==> src/rtl/core/ppe_pkg.sv <==
// Shared types and constants for the PIN-guarded purse engine.
package ppe_pkg;

  // Widest secrets the engine supports; narrower ones travel zero-extended.
  localparam int PIN_MAX_W = 64;
  localparam int PUK_MAX_W = 64;

  localparam logic [3:0] PIN_TRIES_RESET = 4'd3;
  localparam logic [3:0] PUK_TRIES_RESET = 4'd5;

  localparam logic [7:0] PUK_DIGIT_RESET = 8'h39;

  // Configuration register indexes (byte address / 8).
  localparam logic [1:0] REG_PUK_CODE      = 2'd0;
  localparam logic [1:0] REG_PIN_TRY_LIMIT = 2'd1;
  localparam logic [1:0] REG_PUK_TRY_LIMIT = 2'd2;

  typedef enum logic [2:0] {
    OP_READ_BAL  = 3'd0,
    OP_CREDIT    = 3'd1,
    OP_DEBIT     = 3'd2,
    OP_VERIFY    = 3'd3,
    OP_CHANGE    = 3'd4,
    OP_PUK_RESET = 3'd5,
    OP_READ_CTR  = 3'd6,
    OP_INVALID   = 3'd7
  } op_t;

  typedef enum logic [2:0] {
    ST_OK      = 3'd0,
    ST_LENGTH  = 3'd1,
    ST_BLOCKED = 3'd2,
    ST_SECRET  = 3'd3,
    ST_NOTVER  = 3'd4,
    ST_REPLAY  = 3'd5,
    ST_AMOUNT  = 3'd6
  } status_t;

  // A classified command as it waits for the executor.
  typedef struct packed {
    op_t                  op;
    logic                 len_ok;
    logic [4:0]           need;
    logic [15:0]          replay_count_in;
    logic [15:0]          amount;
    logic [PIN_MAX_W-1:0] pin_entered;
    logic [PIN_MAX_W-1:0] pin_new;
    logic [PUK_MAX_W-1:0] puk_entered;
  } cmd_entry_t;

  // Factory PIN: bytes 1, 2, 3 ... from the top byte down.
  function automatic logic [PIN_MAX_W-1:0] pin_reset_value(input int bytes);
    logic [PIN_MAX_W-1:0] v;
    v = '0;
    for (int i = 0; i < bytes; i++) begin
      v = {v[PIN_MAX_W-9:0], 8'(i + 1)};
    end
    return v;
  endfunction

endpackage

==> src/rtl/core/ppe_channels.sv <==
// Valid/ready channel interfaces for command and response beats.
interface ppe_cmd_if #(
  parameter int PIN_W = 32,
  parameter int PUK_W = 48
);
  logic             valid;
  logic             ready;
  logic [2:0]       action;
  logic [7:0]       length_byte;
  logic [15:0]      replay_count_in;
  logic [15:0]      amount;
  logic [PIN_W-1:0] pin_entered;
  logic [PIN_W-1:0] pin_new;
  logic [PUK_W-1:0] puk_entered;

  modport source (
    output valid, action, length_byte, replay_count_in, amount,
           pin_entered, pin_new, puk_entered,
    input  ready
  );
  modport sink (
    input  valid, action, length_byte, replay_count_in, amount,
           pin_entered, pin_new, puk_entered,
    output ready
  );
endinterface

interface ppe_rsp_if;
  logic        valid;
  logic        ready;
  logic [2:0]  status;
  logic [4:0]  detail;
  logic [15:0] read_data;

  modport source (output valid, status, detail, read_data, input ready);
  modport sink   (input  valid, status, detail, read_data, output ready);
endinterface

==> src/rtl/core/ppe_front.sv <==
// Front end: accept a command beat, decode the action and check its length.
module ppe_front #(
  parameter int PIN_BYTES = 4,
  parameter int PUK_BYTES = 6
) (
  input  logic               clk,
  input  logic               rst,
  ppe_cmd_if.sink            cmd,
  output logic               f_valid,
  input  logic               f_ready,
  output ppe_pkg::cmd_entry_t f_entry
);

  localparam logic [4:0] NEED_SHORT  = 5'd2;
  localparam logic [4:0] NEED_VERIFY = 5'(PIN_BYTES);
  localparam logic [4:0] NEED_CHANGE = 5'(2 * PIN_BYTES);
  localparam logic [4:0] NEED_PUK    = 5'(PUK_BYTES + PIN_BYTES);

  ppe_pkg::cmd_entry_t entry_next;
  ppe_pkg::op_t        op;
  logic [4:0]          need;
  logic                len_ok;

  assign cmd.ready = !f_valid || f_ready;
  assign op        = ppe_pkg::op_t'(cmd.action);

  always_comb begin
    need   = NEED_SHORT;
    len_ok = 1'b1;
    case (op)
      ppe_pkg::OP_READ_BAL, ppe_pkg::OP_CREDIT,
      ppe_pkg::OP_DEBIT, ppe_pkg::OP_READ_CTR: need = NEED_SHORT;
      ppe_pkg::OP_VERIFY:    need = NEED_VERIFY;
      ppe_pkg::OP_CHANGE:    need = NEED_CHANGE;
      ppe_pkg::OP_PUK_RESET: need = NEED_PUK;
      default: begin
        need   = 5'd0;
        len_ok = 1'b0;
      end
    endcase
    if (cmd.length_byte != {3'b000, need}) begin
      len_ok = 1'b0;
    end
  end

  always_comb begin
    entry_next.op              = op;
    entry_next.len_ok          = len_ok;
    entry_next.need            = need;
    entry_next.replay_count_in = cmd.replay_count_in;
    entry_next.amount          = cmd.amount;
    entry_next.pin_entered     = ppe_pkg::PIN_MAX_W'(cmd.pin_entered);
    entry_next.pin_new         = ppe_pkg::PIN_MAX_W'(cmd.pin_new);
    entry_next.puk_entered     = ppe_pkg::PUK_MAX_W'(cmd.puk_entered);
  end

  always_ff @(posedge clk) begin
    if (rst) begin
      f_valid <= 1'b0;
    end else if (cmd.ready) begin
      f_valid <= cmd.valid;
    end
  end

  always_ff @(posedge clk) begin
    if (cmd.valid && cmd.ready) begin
      f_entry <= entry_next;
    end
  end

endmodule

==> src/rtl/core/ppe_queue.sv <==
// Two-entry queue between the decoder and the executor.
module ppe_queue (
  input  logic                clk,
  input  logic                rst,
  input  logic                push_valid,
  output logic                push_ready,
  input  ppe_pkg::cmd_entry_t push_entry,
  output logic                pop_valid,
  input  logic                pop,
  output ppe_pkg::cmd_entry_t pop_entry
);

  ppe_pkg::cmd_entry_t slots [2];
  logic                wr_ptr;
  logic                rd_ptr;
  logic [1:0]          count;
  logic                push;

  assign push_ready = (count != 2'd2);
  assign pop_valid  = (count != 2'd0);
  assign push       = push_valid && push_ready;
  assign pop_entry  = slots[rd_ptr];

  always_ff @(posedge clk) begin
    if (rst) begin
      wr_ptr <= 1'b0;
      rd_ptr <= 1'b0;
      count  <= 2'd0;
    end else begin
      if (push) begin
        wr_ptr <= !wr_ptr;
      end
      if (pop) begin
        rd_ptr <= !rd_ptr;
      end
      case ({push, pop})
        2'b10:   count <= count + 2'd1;
        2'b01:   count <= count - 2'd1;
        default: count <= count;
      endcase
    end
  end

  always_ff @(posedge clk) begin
    if (push) begin
      slots[wr_ptr] <= push_entry;
    end
  end

endmodule

==> src/rtl/core/ppe_exec.sv <==
// Executor: run one command against the card state and register its answer.
module ppe_exec #(
  parameter int PIN_BYTES = 4,
  parameter int PUK_BYTES = 6
) (
  input  logic                     clk,
  input  logic                     rst,
  input  logic                     q_valid,
  output logic                     q_pop,
  input  ppe_pkg::cmd_entry_t      q_entry,
  input  logic [8*PUK_BYTES-1:0]   puk_code,
  input  logic [3:0]               pin_try_limit,
  input  logic [3:0]               puk_try_limit,
  ppe_rsp_if.source                rsp
);

  localparam int PIN_W = 8 * PIN_BYTES;
  localparam int PUK_W = 8 * PUK_BYTES;
  localparam logic [PIN_W-1:0] PIN_RESET =
    PIN_W'(ppe_pkg::pin_reset_value(PIN_BYTES));

  logic [PIN_W-1:0] stored_pin, stored_pin_next;
  logic [3:0]       pin_tries_left, pin_tries_left_next;
  logic [3:0]       puk_tries_left, puk_tries_left_next;
  logic             pin_verified, pin_verified_next;
  logic [15:0]      balance, balance_next;
  logic [15:0]      replay_counter, replay_counter_next;

  logic             out_valid;
  ppe_pkg::status_t out_status, status_next;
  logic [4:0]       out_detail, detail_next;
  logic [15:0]      out_data, data_next;

  logic [16:0]      sum;
  logic [3:0]       pin_dec;
  logic [3:0]       puk_dec;
  logic             pin_match;
  logic             puk_match;

  assign q_pop         = q_valid && (!out_valid || rsp.ready);
  assign rsp.valid     = out_valid;
  assign rsp.status    = out_status;
  assign rsp.detail    = out_detail;
  assign rsp.read_data = out_data;

  assign sum       = {1'b0, balance} + {1'b0, q_entry.amount};
  assign pin_dec   = pin_tries_left - 4'd1;
  assign puk_dec   = puk_tries_left - 4'd1;
  assign pin_match = (q_entry.pin_entered[PIN_W-1:0] == stored_pin);
  assign puk_match = (q_entry.puk_entered[PUK_W-1:0] == puk_code);

  always_comb begin
    stored_pin_next     = stored_pin;
    pin_tries_left_next = pin_tries_left;
    puk_tries_left_next = puk_tries_left;
    pin_verified_next   = pin_verified;
    balance_next        = balance;
    replay_counter_next = replay_counter;
    status_next         = ppe_pkg::ST_OK;
    detail_next         = 5'd0;
    data_next           = 16'd0;
    case (q_entry.op)
      ppe_pkg::OP_READ_BAL: begin
        if (!pin_verified) begin
          status_next = ppe_pkg::ST_NOTVER;
        end else if (!q_entry.len_ok) begin
          status_next = ppe_pkg::ST_LENGTH;
          detail_next = q_entry.need;
        end else begin
          data_next = balance;
        end
      end
      ppe_pkg::OP_CREDIT, ppe_pkg::OP_DEBIT: begin
        if (!pin_verified) begin
          status_next = ppe_pkg::ST_NOTVER;
        end else if (q_entry.replay_count_in != replay_counter) begin
          status_next = ppe_pkg::ST_REPLAY;
        end else begin
          replay_counter_next = replay_counter + 16'd1;
          if (!q_entry.len_ok) begin
            status_next = ppe_pkg::ST_LENGTH;
            detail_next = q_entry.need;
          end else if (q_entry.op == ppe_pkg::OP_CREDIT) begin
            if (sum[16]) begin
              status_next = ppe_pkg::ST_AMOUNT;
            end else begin
              balance_next = sum[15:0];
            end
          end else if (q_entry.amount > balance) begin
            status_next = ppe_pkg::ST_AMOUNT;
          end else begin
            balance_next = balance - q_entry.amount;
          end
        end
      end
      ppe_pkg::OP_VERIFY, ppe_pkg::OP_CHANGE: begin
        if (pin_tries_left == 4'd0) begin
          status_next = ppe_pkg::ST_BLOCKED;
        end else if (!q_entry.len_ok) begin
          status_next = ppe_pkg::ST_LENGTH;
          detail_next = q_entry.need;
        end else if (!pin_match) begin
          pin_verified_next   = 1'b0;
          pin_tries_left_next = pin_dec;
          if (pin_dec == 4'd0) begin
            status_next = ppe_pkg::ST_BLOCKED;
          end else begin
            status_next = ppe_pkg::ST_SECRET;
            detail_next = {1'b0, pin_dec};
          end
        end else begin
          if (q_entry.op == ppe_pkg::OP_CHANGE) begin
            stored_pin_next = q_entry.pin_new[PIN_W-1:0];
          end
          pin_verified_next   = 1'b1;
          pin_tries_left_next = pin_try_limit;
        end
      end
      ppe_pkg::OP_PUK_RESET: begin
        if (puk_tries_left == 4'd0) begin
          status_next = ppe_pkg::ST_BLOCKED;
        end else if (!q_entry.len_ok) begin
          status_next = ppe_pkg::ST_LENGTH;
          detail_next = q_entry.need;
        end else if (!puk_match) begin
          puk_tries_left_next = puk_dec;
          if (puk_dec == 4'd0) begin
            status_next = ppe_pkg::ST_BLOCKED;
          end else begin
            status_next = ppe_pkg::ST_SECRET;
            detail_next = {1'b0, puk_dec};
          end
        end else begin
          stored_pin_next     = q_entry.pin_new[PIN_W-1:0];
          pin_tries_left_next = pin_try_limit;
          puk_tries_left_next = puk_try_limit;
          pin_verified_next   = 1'b1;
        end
      end
      ppe_pkg::OP_READ_CTR: begin
        if (!q_entry.len_ok) begin
          status_next = ppe_pkg::ST_LENGTH;
          detail_next = q_entry.need;
        end else begin
          data_next = replay_counter;
        end
      end
      default: begin
        status_next = ppe_pkg::ST_LENGTH;
      end
    endcase
  end

  always_ff @(posedge clk) begin
    if (rst) begin
      stored_pin     <= PIN_RESET;
      pin_tries_left <= ppe_pkg::PIN_TRIES_RESET;
      puk_tries_left <= ppe_pkg::PUK_TRIES_RESET;
      pin_verified   <= 1'b0;
      balance        <= 16'd0;
      replay_counter <= 16'd0;
      out_valid      <= 1'b0;
    end else begin
      if (q_pop) begin
        stored_pin     <= stored_pin_next;
        pin_tries_left <= pin_tries_left_next;
        puk_tries_left <= puk_tries_left_next;
        pin_verified   <= pin_verified_next;
        balance        <= balance_next;
        replay_counter <= replay_counter_next;
        out_valid      <= 1'b1;
      end else if (rsp.ready) begin
        out_valid <= 1'b0;
      end
    end
  end

  always_ff @(posedge clk) begin
    if (q_pop) begin
      out_status <= status_next;
      out_detail <= detail_next;
      out_data   <= data_next;
    end
  end

  a_ok_secret_sets_session: assert property (@(posedge clk) disable iff (rst)
    q_pop && status_next == ppe_pkg::ST_OK &&
    (q_entry.op == ppe_pkg::OP_VERIFY || q_entry.op == ppe_pkg::OP_CHANGE ||
     q_entry.op == ppe_pkg::OP_PUK_RESET) |=> pin_verified)
    else $error("session flag not set after accepted secret");

  a_secret_has_tries: assert property (@(posedge clk) disable iff (rst)
    out_valid && out_status == ppe_pkg::ST_SECRET |-> out_detail != 5'd0)
    else $error("wrong-secret answer without tries left");

  a_data_only_on_ok: assert property (@(posedge clk) disable iff (rst)
    out_valid && out_data != 16'd0 |-> out_status == ppe_pkg::ST_OK)
    else $error("read data returned on a failed command");

  a_balance_holds_idle: assert property (@(posedge clk) disable iff (rst)
    !q_pop |=> $stable(balance) && $stable(replay_counter))
    else $error("purse state moved without a command");

endmodule

==> src/rtl/core/pin_guarded_purse_engine.sv <==
// Top level of the PIN-guarded purse engine: channels, register port, core.
//
// The engine executes card commands (read balance, credit, debit, verify PIN,
// change PIN, PIN reset by PUK, read replay counter) against a stored PIN,
// PIN and PUK try counters, a session-verified flag, a 16-bit balance and a
// 16-bit anti-replay counter. Each command beat on cmd yields exactly one
// response beat on rsp carrying a status, a detail value (expected length or
// tries left) and read data. Commands are taken one per clock cycle when the
// response side keeps up; an accepted beat passes through the decode register,
// then a queue slot, then the result register, and the executor, which
// updates all card state in one step per command, sets the sustained rate of
// one command per cycle while the response side keeps up. A two-entry queue
// between decoder and executor lets either side stall on its own; the result
// register holds a waiting response, and the executor takes no new command
// until that response is accepted.
// Registers sit on an APB-style port with 64-bit data at byte addresses
// 0 (PUK code), 8 (PIN try limit) and 16 (PUK try limit), with the low three
// address bits ignored; writes to addresses 24 to 31 are dropped and read back
// as zero. Write registers only while no command is in flight.
module pin_guarded_purse_engine #(
  parameter int PIN_BYTES = 4,
  parameter int PUK_BYTES = 6
) (
  input  logic        clk,
  input  logic        rst,
  ppe_cmd_if.sink     cmd,
  ppe_rsp_if.source   rsp,
  input  logic        psel,
  input  logic        penable,
  input  logic        pwrite,
  input  logic [4:0]  paddr,
  input  logic [63:0] pwdata,
  output logic [63:0] prdata,
  output logic        pready
);

  localparam int PUK_W = 8 * PUK_BYTES;

  // Register file.
  logic [PUK_W-1:0] puk_code;
  logic [3:0]       pin_try_limit;
  logic [3:0]       puk_try_limit;
  logic [1:0]       reg_index;
  logic             reg_write;

  // Decoder to queue, queue to executor.
  logic                f_valid;
  logic                f_ready;
  ppe_pkg::cmd_entry_t f_entry;
  logic                q_valid;
  logic                q_pop;
  ppe_pkg::cmd_entry_t q_entry;

  assign pready    = 1'b1;
  assign reg_index = paddr[4:3];
  assign reg_write = psel && penable && pwrite && pready;

  // Commit register writes on the access phase; reset restores factory values.
  always_ff @(posedge clk) begin
    if (rst) begin
      puk_code      <= {PUK_BYTES{ppe_pkg::PUK_DIGIT_RESET}};
      pin_try_limit <= ppe_pkg::PIN_TRIES_RESET;
      puk_try_limit <= ppe_pkg::PUK_TRIES_RESET;
    end else if (reg_write) begin
      case (reg_index)
        ppe_pkg::REG_PUK_CODE:      puk_code      <= pwdata[PUK_W-1:0];
        ppe_pkg::REG_PIN_TRY_LIMIT: pin_try_limit <= pwdata[3:0];
        ppe_pkg::REG_PUK_TRY_LIMIT: puk_try_limit <= pwdata[3:0];
        default: ;
      endcase
    end
  end

  // Read back the addressed register, zero-extended.
  always_comb begin
    case (reg_index)
      ppe_pkg::REG_PUK_CODE:      prdata = 64'(puk_code);
      ppe_pkg::REG_PIN_TRY_LIMIT: prdata = 64'(pin_try_limit);
      ppe_pkg::REG_PUK_TRY_LIMIT: prdata = 64'(puk_try_limit);
      default:                    prdata = 64'd0;
    endcase
  end

  // Front: take the command beat, decode action and length.
  ppe_front #(
    .PIN_BYTES (PIN_BYTES),
    .PUK_BYTES (PUK_BYTES)
  ) u_front (
    .clk     (clk),
    .rst     (rst),
    .cmd     (cmd),
    .f_valid (f_valid),
    .f_ready (f_ready),
    .f_entry (f_entry)
  );

  // Decouple decode from execution.
  ppe_queue u_queue (
    .clk        (clk),
    .rst        (rst),
    .push_valid (f_valid),
    .push_ready (f_ready),
    .push_entry (f_entry),
    .pop_valid  (q_valid),
    .pop        (q_pop),
    .pop_entry  (q_entry)
  );

  // Back: apply the checks, update card state, hold the response beat.
  ppe_exec #(
    .PIN_BYTES (PIN_BYTES),
    .PUK_BYTES (PUK_BYTES)
  ) u_exec (
    .clk           (clk),
    .rst           (rst),
    .q_valid       (q_valid),
    .q_pop         (q_pop),
    .q_entry       (q_entry),
    .puk_code      (puk_code),
    .pin_try_limit (pin_try_limit),
    .puk_try_limit (puk_try_limit),
    .rsp           (rsp)
  );

endmodule

==> src/flat_wrapper.sv <==
// flat-port wrapper written by rule: the top's interface ports become plain ports
module pin_guarded_purse_engine_flat 
#(
  parameter int PIN_BYTES = 4,
  parameter int PUK_BYTES = 6
)
  (clk, rst, psel, penable, pwrite, paddr, pwdata, prdata, pready, cmd_valid, cmd_action, cmd_length_byte, cmd_replay_count_in, cmd_amount, cmd_pin_entered, cmd_pin_new, cmd_puk_entered, cmd_ready, rsp_valid, rsp_status, rsp_detail, rsp_read_data, rsp_ready);
  ppe_cmd_if cmd_i ();
  ppe_rsp_if rsp_i ();
  input  logic clk;
  input  logic rst;
  input  logic psel;
  input  logic penable;
  input  logic pwrite;
  input  logic [4:0] paddr;
  input  logic [63:0] pwdata;
  output logic [63:0] prdata;
  output logic pready;
  input wire logic [$bits(cmd_i.valid)-1:0] cmd_valid;
  input wire logic [$bits(cmd_i.action)-1:0] cmd_action;
  input wire logic [$bits(cmd_i.length_byte)-1:0] cmd_length_byte;
  input wire logic [$bits(cmd_i.replay_count_in)-1:0] cmd_replay_count_in;
  input wire logic [$bits(cmd_i.amount)-1:0] cmd_amount;
  input wire logic [$bits(cmd_i.pin_entered)-1:0] cmd_pin_entered;
  input wire logic [$bits(cmd_i.pin_new)-1:0] cmd_pin_new;
  input wire logic [$bits(cmd_i.puk_entered)-1:0] cmd_puk_entered;
  output wire logic [$bits(cmd_i.ready)-1:0] cmd_ready;
  output wire logic [$bits(rsp_i.valid)-1:0] rsp_valid;
  output wire logic [$bits(rsp_i.status)-1:0] rsp_status;
  output wire logic [$bits(rsp_i.detail)-1:0] rsp_detail;
  output wire logic [$bits(rsp_i.read_data)-1:0] rsp_read_data;
  input wire logic [$bits(rsp_i.ready)-1:0] rsp_ready;
  assign cmd_i.valid = cmd_valid;
  assign cmd_i.action = cmd_action;
  assign cmd_i.length_byte = cmd_length_byte;
  assign cmd_i.replay_count_in = cmd_replay_count_in;
  assign cmd_i.amount = cmd_amount;
  assign cmd_i.pin_entered = cmd_pin_entered;
  assign cmd_i.pin_new = cmd_pin_new;
  assign cmd_i.puk_entered = cmd_puk_entered;
  assign cmd_ready = cmd_i.ready;
  assign rsp_valid = rsp_i.valid;
  assign rsp_status = rsp_i.status;
  assign rsp_detail = rsp_i.detail;
  assign rsp_read_data = rsp_i.read_data;
  assign rsp_i.ready = rsp_ready;
  pin_guarded_purse_engine #(.PIN_BYTES(PIN_BYTES), .PUK_BYTES(PUK_BYTES)) u_core (.clk(clk), .rst(rst), .cmd(cmd_i), .rsp(rsp_i), .psel(psel), .penable(penable), .pwrite(pwrite), .paddr(paddr), .pwdata(pwdata), .prdata(prdata), .pready(pready));
endmodule
==> config.mk <==
export PLATFORM = sky130hd
export DESIGN_NAME = pin_guarded_purse_engine_flat
export DESIGN_NICKNAME = d
export VERILOG_FILES = /design/src/rtl/core/ppe_pkg.sv /design/src/rtl/core/ppe_channels.sv /design/src/rtl/core/ppe_front.sv /design/src/rtl/core/ppe_queue.sv /design/src/rtl/core/ppe_exec.sv /design/src/rtl/core/pin_guarded_purse_engine.sv /design/src/flat_wrapper.sv
export SDC_FILE = /design/constraint.sdc
export NUM_CORES = 1
export LEC_CHECK = 0
export ABC_CLOCK_PERIOD_IN_PS = 7650
export BUFFER_PORTS_ARGS = -buffer_cell sky130_fd_sc_hd__buf_4
export CORE_ASPECT_RATIO = 1.2
export CORE_MARGIN = 5
export CORE_UTILIZATION = 54
export CTS_BUF_LIST = sky130_fd_sc_hd__clkbuf_8
export CTS_CLUSTER_DIAMETER = 40
export CTS_CLUSTER_SIZE = 8
export DETAILED_ROUTE_END_ITERATION = 16
export GPL_TIMING_DRIVEN = 1
export PLACE_DENSITY = 0.78
export SKIP_LAST_GASP = 1
export SLEW_MARGIN = 10
export SYNTH_ARGS = -nofsm -noshare
export SYNTH_HDL_FRONTEND = slang
export SYNTH_SLANG_ARGS = --single-unit
export TNS_END_PERCENT = 20
==> constraint.sdc <==
create_clock -name clk -period 7.65 [get_ports clk]
set_clock_uncertainty 0.2 [all_clocks]
set_input_delay 0.3825 -clock clk [delete_from_list [all_inputs] [get_ports clk]]
set_output_delay 0.3825 -clock clk [all_outputs]
set_load 0.01 [all_outputs]
# Word-level counts from Yosys, hierarchy flattened
# Memories as Yosys holds them, arrays and structs flattened. A register that Yosys moved wholly into a read port is not among the register bits.
# Cells that the tools add are included.
# op_classes
add_sub_neg,7
shift,0
div_mod_pow,0
n_mul,0
n_lt_le_gt_ge,1
n_reduce_logical,34
n_bitwise,2
eq_ne,30
mux,70
# op_table
cell,count
$mux W32,7
$pmux W48 S3,1
$mux W16,6
$pmux W32 S2,1
$eq A48 B48 Y1,1
$mux W4,11
$mux W5,8
$eq A32 B32 Y1,1
$pmux W16 S2,1
$pmux W5 S5,1
$mux W3,7
$ne A2 B2 Y1 const B,10
$eq A3 B3 Y1 const B,6
$add A16 B16 Y17,1
$add A16 B1 Y16 const B,1
$gt A16 B16 Y1,1
$logic_not A4 Y1,4
$mux W1,16
$ne A16 B16 Y1,1
$pmux W4 S4,1
$sub A16 B16 Y16,1
$pmux W3 S5,1
$reduce_and A7 Y1,2
$eq A3 B2 Y1 const B,4
other kinds (24),50
# word_totals
latchBits,0
word_cells,170
ff_bits,312
mem_bits_rw,306
input_bits,231
mem_count,1
out_inout_bits,91
mem_bits_ro,0
# memory_table
memory,words,width,rd,rd_clocked_by_memory_dff,wr,line,text
u_core.u_queue.slots,2,153,1,1,1,ppe_queue.sv:13,ppe_pkg::cmd_entry_t slots [2];

# Depth between registers and ports, before layout
# depth
word_depth,7
ltp_mapped,18
mapped_depth_nobuf,11

# By module
# From an unflattened synthesis, not the netlist that was laid out.
# unflattened
cells_unflattened,2116
area_unflattened_um2,32800.2
# modules_own_cells
mod,cells_per_inst,seq_area_each_um2,area_per_inst_um2,instances
ppe_queue,748,14093.5,17725.8,1
ppe_exec,793,2202.1,6901.6,1
ppe_front,252,4554.4,5288.8,1
pin_guarded_purse_engine,323,1121.1,2884.0,1

# Worst setup path after synthesis
# OpenSTA, ideal clock, no wires.
# synth_path
path_kind,register to register
start,register u_core.u_queue.count[0]
end,"memory u_core.u_queue.slots[0][0] (netlist bit), enable pin"
path_buffers,0
required_ps,6787
stages_incl_launch_ff,4
t_arrival_ps,6896
synth_period_minus_slack_ps,7760
setup_slack_ps,-110
setup_ps,663
cell_sequence,dfxtp_1 > nand2b_1 > nand2_1 > nor2_1
# synth_between
elab_chain_len,4
# synth_lines
item,line,text
from (decl),ppe_queue.sv:16,logic [1:0] count;
from (signal assigned),ppe_queue.sv:37,2'b10: count <= count + 2'd1;
from (signal assigned),ppe_queue.sv:38,2'b01: count <= count - 2'd1;
from (signal assigned),ppe_queue.sv:39,default: count <= count;
$ne A2 B2 Y1,ppe_queue.sv:19,assign push_ready = (count != 2'd2);
$logic_and A1 B1 Y1,ppe_queue.sv:21,assign push = push_valid && push_ready;
$mux W1,ppe_queue.sv:45,if (push) begin
$mux W1 (implied by the code),ppe_queue.sv:46,slots[wr_ptr] <= push_entry;
to (decl),ppe_queue.sv:13,
# Every way passes these cells.

==> reports/qor.tcl <==
set qor(grt_pass1_wl_um) 91300
set qor(synth_warn) 0
set qor(drive_gt1_share_pct) 18.2
set qor(cpMaxStageDelayCell) {sky130_fd_sc_hd__nor4_4}
set qor(period_minus_slack_ps) 5100
set qor(timing_hold_violations_final) 0
set qor(gr-usage-all-layers_pct) 23.1
set qor(worst_slew_margin_rel_pct) 20.6
set qor(crit_path_max_incr_delay_ps) 1050
set qor(post_cts_buffers) 0
set qor(numClockSinks) 612
set qor(worstPathBufferInverterCount) 0
set qor(drtPass1Iterations) 6
set qor(p_sw_mw) 2.21
set qor(required_ps) 7960
set qor(worstPathCellList) {mux2_2 > ha_1 > fa_1 > nor2b_1 > o211ai_1 > nand3_1 > a221oi_1 > o211ai_1 > nor4_4 > mux2i_1 > nor2_1}
set qor(post_cts_resize_count) 0
set qor(rsz0062_at_grt) {false}
set qor(max-clock-path-buffers) 3
set qor(cts_buffers) 91
set qor(critPathCaptureType) {flip-flop}
set qor(minimum_hold_slack_ps) 74.0
set qor(achievable-frequency_mhz) 196
set qor(grt-busiest-layer) {met2}
set qor(r2r-end) {u_core.u_exec.balance[3]}
set qor(cpMostUsedCell) {sky130_fd_sc_hd__o211ai_1}
set qor(holdPathStages) 4
set qor(timing_max_transition_violations_final) 0
set qor(syn-mean-instance-area_um2) 13.8
set qor(synth-seq-cells) 612
set qor(vias) 16200
set qor(grt_use_met2_pct) 41.4
set qor(drt_drc_violations_left) 0
set qor(initial_antenna_violation_count) 6
set qor(number_of_flops_mapped_to_enable_cells_by_yosys) 476
set qor(timing.critical_path.max_delay_family) {simple AND/OR/NAND/NOR gates}
set qor(tightest_slew_ps) 1180
set qor(ys_async_sr_fraction_pct) 0
set qor(die_x_um) 206
set qor(tritoncts) {built}
set qor(gp_congestion) 0.888
set qor(route.detailed.wl_per_inst_um) 19.5
set qor(synth-main-ff-cell) {sky130_fd_sc_hd__edfxtp_1}
set qor(setup_tns_ps) 0
set qor(report.final.setup_viol) 0
set qor(p_seq_share_pct) 50.5
set qor(cell_internal_pwr_mw) 5.77
set qor(die_area_mm2) 0.0507
set qor(path_max_fanout) 30
set qor(starting_drt_drc_count) 1166
set qor(antenna_left) 0
set qor(timing.critical_path.arrival_ps) 5410
set qor(syn2layout_area_growth_pct) 25.4
set qor(clk_transition_reported_paths_ps) 70
set qor(gr-total-overflow) 0
set qor(core_region_area_mm2) 0.0458
set qor(floorplan.io_pins) 322
set qor(grt_util_met3_pct) 4.13
set qor(nFillCells) 3038
set qor(pwr_density_cell_mw_per_mm2) 254
set qor(totalWireLength_um) 59000
set qor(setup_slack_of_the_most_critical_reg_to_reg_path_ps) 2550
set qor(setup.worst_path.start_class) {flip-flop}
set qor(port_buffers) 284
set qor(clockPowerShare_pct) 30.4
set qor(cts_htree_levels) 3
set qor(grtUsageMet1_pct) 27.1
set qor(floorplan.rows) 86
set qor(cap_viol_max_count) 0
set qor(grt_max_degree) 75
set qor(power.leakage_nw) 11.5
set qor(finish.net_count) 2603
set qor(min_path_type) {in -> reg}
set qor(critical_path_class) {reg -> reg}
set qor(skew_pair_late_insertion_delay_ps) 670
set qor(multiInputGateArea_mm2) 0.00742
set qor(detailed_place_hpwl_um) 36400
set qor(status) {completed}
set qor(synth.distinct_cells) 65
set qor(min_delay_worst_endpoint) {u_core.puk_code[3]}
set qor(combinationalPowerShare_pct) 19.1
set qor(part_of_the_cycle_the_worst_path_needs_pct) 66.7
set qor(ir_drop_v) 0.000198
set qor(initial_core_util_pct) 54.6
set qor(post_synth_instance_area_mm2) 0.0250
set qor(worst-r2r-cell-count) 11
set qor(post_drt_via_cell_ratio) 5.36
set qor(seq_area_frac_synth_pct) 68.0
set qor(ff_latch_area_mm2) 0.0170
set qor(worst_hold_launch) {paddr[3]}
set qor(dieHeight_um) 246
set qor(syn-instance-count) 1806
set qor(switching_share_pct) 27.7
set qor(first_global_vias) 17000
set qor(cts_root_buf) {sky130_fd_sc_hd__clkbuf_8}
## layer usage
| metal | part of all wire, % | vias up |
|---|---|---|
| met3 | 5.0 | 132 |
| li1 | - | 7677 |
| met4 | 3.4 | 4 |
| met2 | 54 | 501 |
| met1 | 38 | 7909 |
| met5 | 0.037 | - |
## per-stage QoR
step                      util (%)  power [mW]  instance area, um^2  worst slack (ps)  std cells
final                         68.4        7.98                31400              2550       3025
after floorplan                  -        5.10                25100              2440       1822
after global routing          68.4        8.33                31400              2210       3024
after detailed placement      60.4        5.53                27700              2580       2649
after CTS                     68.4        8.02                31400              2540       3021
after global placement        60.4        5.48                27700              2670       2649
## worst reg2reg max path, delay by kind of cell, from the launching register on
| family | cells | cell delay (ps) |
|---|---|---|
| AND/OR/NAND/NOR | 4 | 1410 |
| flip-flops | 1 | 690 |
| AO/OA/AOI/OAI | 3 | 1220 |
| multiplexers | 2 | 770 |
| adder cells (fa/ha/maj) | 2 | 650 |
## cells in the mapped netlist (6+ instances only)
cell type | count | area, um^2
sky130_fd_sc_hd__a211oi_1 | 39 | 293
sky130_fd_sc_hd__a21oi_1 | 71 | 355
sky130_fd_sc_hd__a221oi_1 | 7 | 61.3
sky130_fd_sc_hd__a22oi_1 | 19 | 143
sky130_fd_sc_hd__a31oi_1 | 6 | 37.5
sky130_fd_sc_hd__and2_1 | 47 | 294
sky130_fd_sc_hd__and3_1 | 6 | 37.5
sky130_fd_sc_hd__buf_2 | 13 | 65.1
sky130_fd_sc_hd__buf_4 | 23 | 173
sky130_fd_sc_hd__clkbuf_1 | 46 | 173
sky130_fd_sc_hd__dfxtp_1 | 136 | 2720
sky130_fd_sc_hd__edfxtp_1 | 476 | 14300
sky130_fd_sc_hd__ha_1 | 41 | 513
sky130_fd_sc_hd__inv_1 | 48 | 180
sky130_fd_sc_hd__mux2_2 | 7 | 78.8
sky130_fd_sc_hd__mux2i_1 | 168 | 1680
sky130_fd_sc_hd__nand2_1 | 136 | 510
sky130_fd_sc_hd__nand2b_1 | 13 | 81.3
sky130_fd_sc_hd__nand3_1 | 13 | 65.1
sky130_fd_sc_hd__nand3b_1 | 29 | 218
sky130_fd_sc_hd__nand4_1 | 12 | 75.1
sky130_fd_sc_hd__nor2_1 | 118 | 443
sky130_fd_sc_hd__nor2b_1 | 12 | 75.1
sky130_fd_sc_hd__nor3_1 | 34 | 170
sky130_fd_sc_hd__nor4_1 | 27 | 169
sky130_fd_sc_hd__o211ai_1 | 8 | 60.1
sky130_fd_sc_hd__o21ai_0 | 30 | 150
sky130_fd_sc_hd__or3_1 | 10 | 62.6
sky130_fd_sc_hd__xnor2_1 | 124 | 1090
sky130_fd_sc_hd__xor2_1 | 8 | 70.1
## power groups by stage
stage	Clock, mW	Sequential (mW)	Combinational, mW
6_report	2.43	4.03	1.52
5_1_grt	2.64	4.05	1.65
4_1_cts	2.47	4.02	1.52
3_5_place_dp	0	4.09	1.43
3_3_place_gp	0	4.08	1.40
2_1_floorplan	0	4.07	1.03
## cell usage in the layout (no fill, tap or decap), types with 39 or more instances in the layout
cell                            Yosys  final
sky130_fd_sc_hd__dlygate4sd3_1      0    203
sky130_fd_sc_hd__clkbuf_8           0     95
sky130_fd_sc_hd__inv_1             48    110
sky130_fd_sc_hd__xnor2_1          124    124
sky130_fd_sc_hd__nand2_1          136    136
sky130_fd_sc_hd__a21oi_1           71     71
sky130_fd_sc_hd__a211oi_1          39     39
sky130_fd_sc_hd__nor2_1           118    116
sky130_fd_sc_hd__dfxtp_1          136    135
sky130_fd_sc_hd__mux2i_1          168    168
sky130_fd_sc_hd__edfxtp_1         476    476
sky130_fd_sc_hd__and2_1            47     46
sky130_fd_sc_hd__buf_4             23    301
sky130_fd_sc_hd__ha_1              41     41
## cells by family after synthesis
group	count (synthesis)	share of synthesized area, %
AO/OA/AOI/OAI	227	5.96
XOR/XNOR	132	4.62
adder cells (fa/ha/maj)	43	2.21
buffers and inverters	139	2.65
flip-flops	612	68.0
multiplexers	175	7.04
other	2	0.0300
AND/OR/NAND/NOR	476	9.45
## registers in the layout, indices dropped and copies added, names as in the netlist, 2 cells and up, named ones only
name / cells
u_core.puk_try_limit: 4
u_core.u_exec.replay_counter: 16
u_core.u_exec.rsp.status: 3
u_core.u_queue.slots: 302
u_core.u_queue.count: 2
u_core.u_exec.stored_pin: 32
u_core.u_exec.rsp.detail: 4
u_core.pin_try_limit: 4
u_core.u_exec.pin_tries_left: 4
u_core.u_exec.balance: 16
u_core.u_exec.puk_tries_left: 4
u_core.u_front.f_entry: 151
u_core.puk_code: 48
u_core.u_exec.rsp.read_data: 16
## cell type report
cell class              count  share of cell area, %
diodes                      4                 0.0319
repair buffers            505                   13.7
inverters                  48                  0.574
clock buffers              95                   4.17
clock inverters            74                   1.11
flip-flops and latches    612                   54.3
well taps                 616                   2.46
multi-input cells        1071                   23.6
## what timing repair did
item | CTS | global route
hold buffers | 203 | 0
hold endpoints to repair | 209 | 0
endpoints found under the setup margin | 0 | 0
## worst max-delay path by stage
| stage | startpoint | to | slack (ps) | cells after the start |
|---|---|---|---|---|
| 3_5_place_dp | flip-flop | u_core.u_exec.balance[12] | 2580 | 11 |
| 5_1_grt | flip-flop | u_core.u_exec.stored_pin[11] | 2210 | 10 |
| 3_3_place_gp | flip-flop | u_core.u_exec.balance[4] | 2670 | 11 |
| 6_report | flip-flop | u_core.u_exec.balance[3] | 2550 | 11 |
| 2_1_floorplan | u_core.u_queue.count[0] | u_core.u_queue.slots[0][0] | 2440 | 3 |
| 4_1_cts | flip-flop | u_core.u_exec.balance[3] | 2540 | 11 |
(Power assumes the default switching activity.)
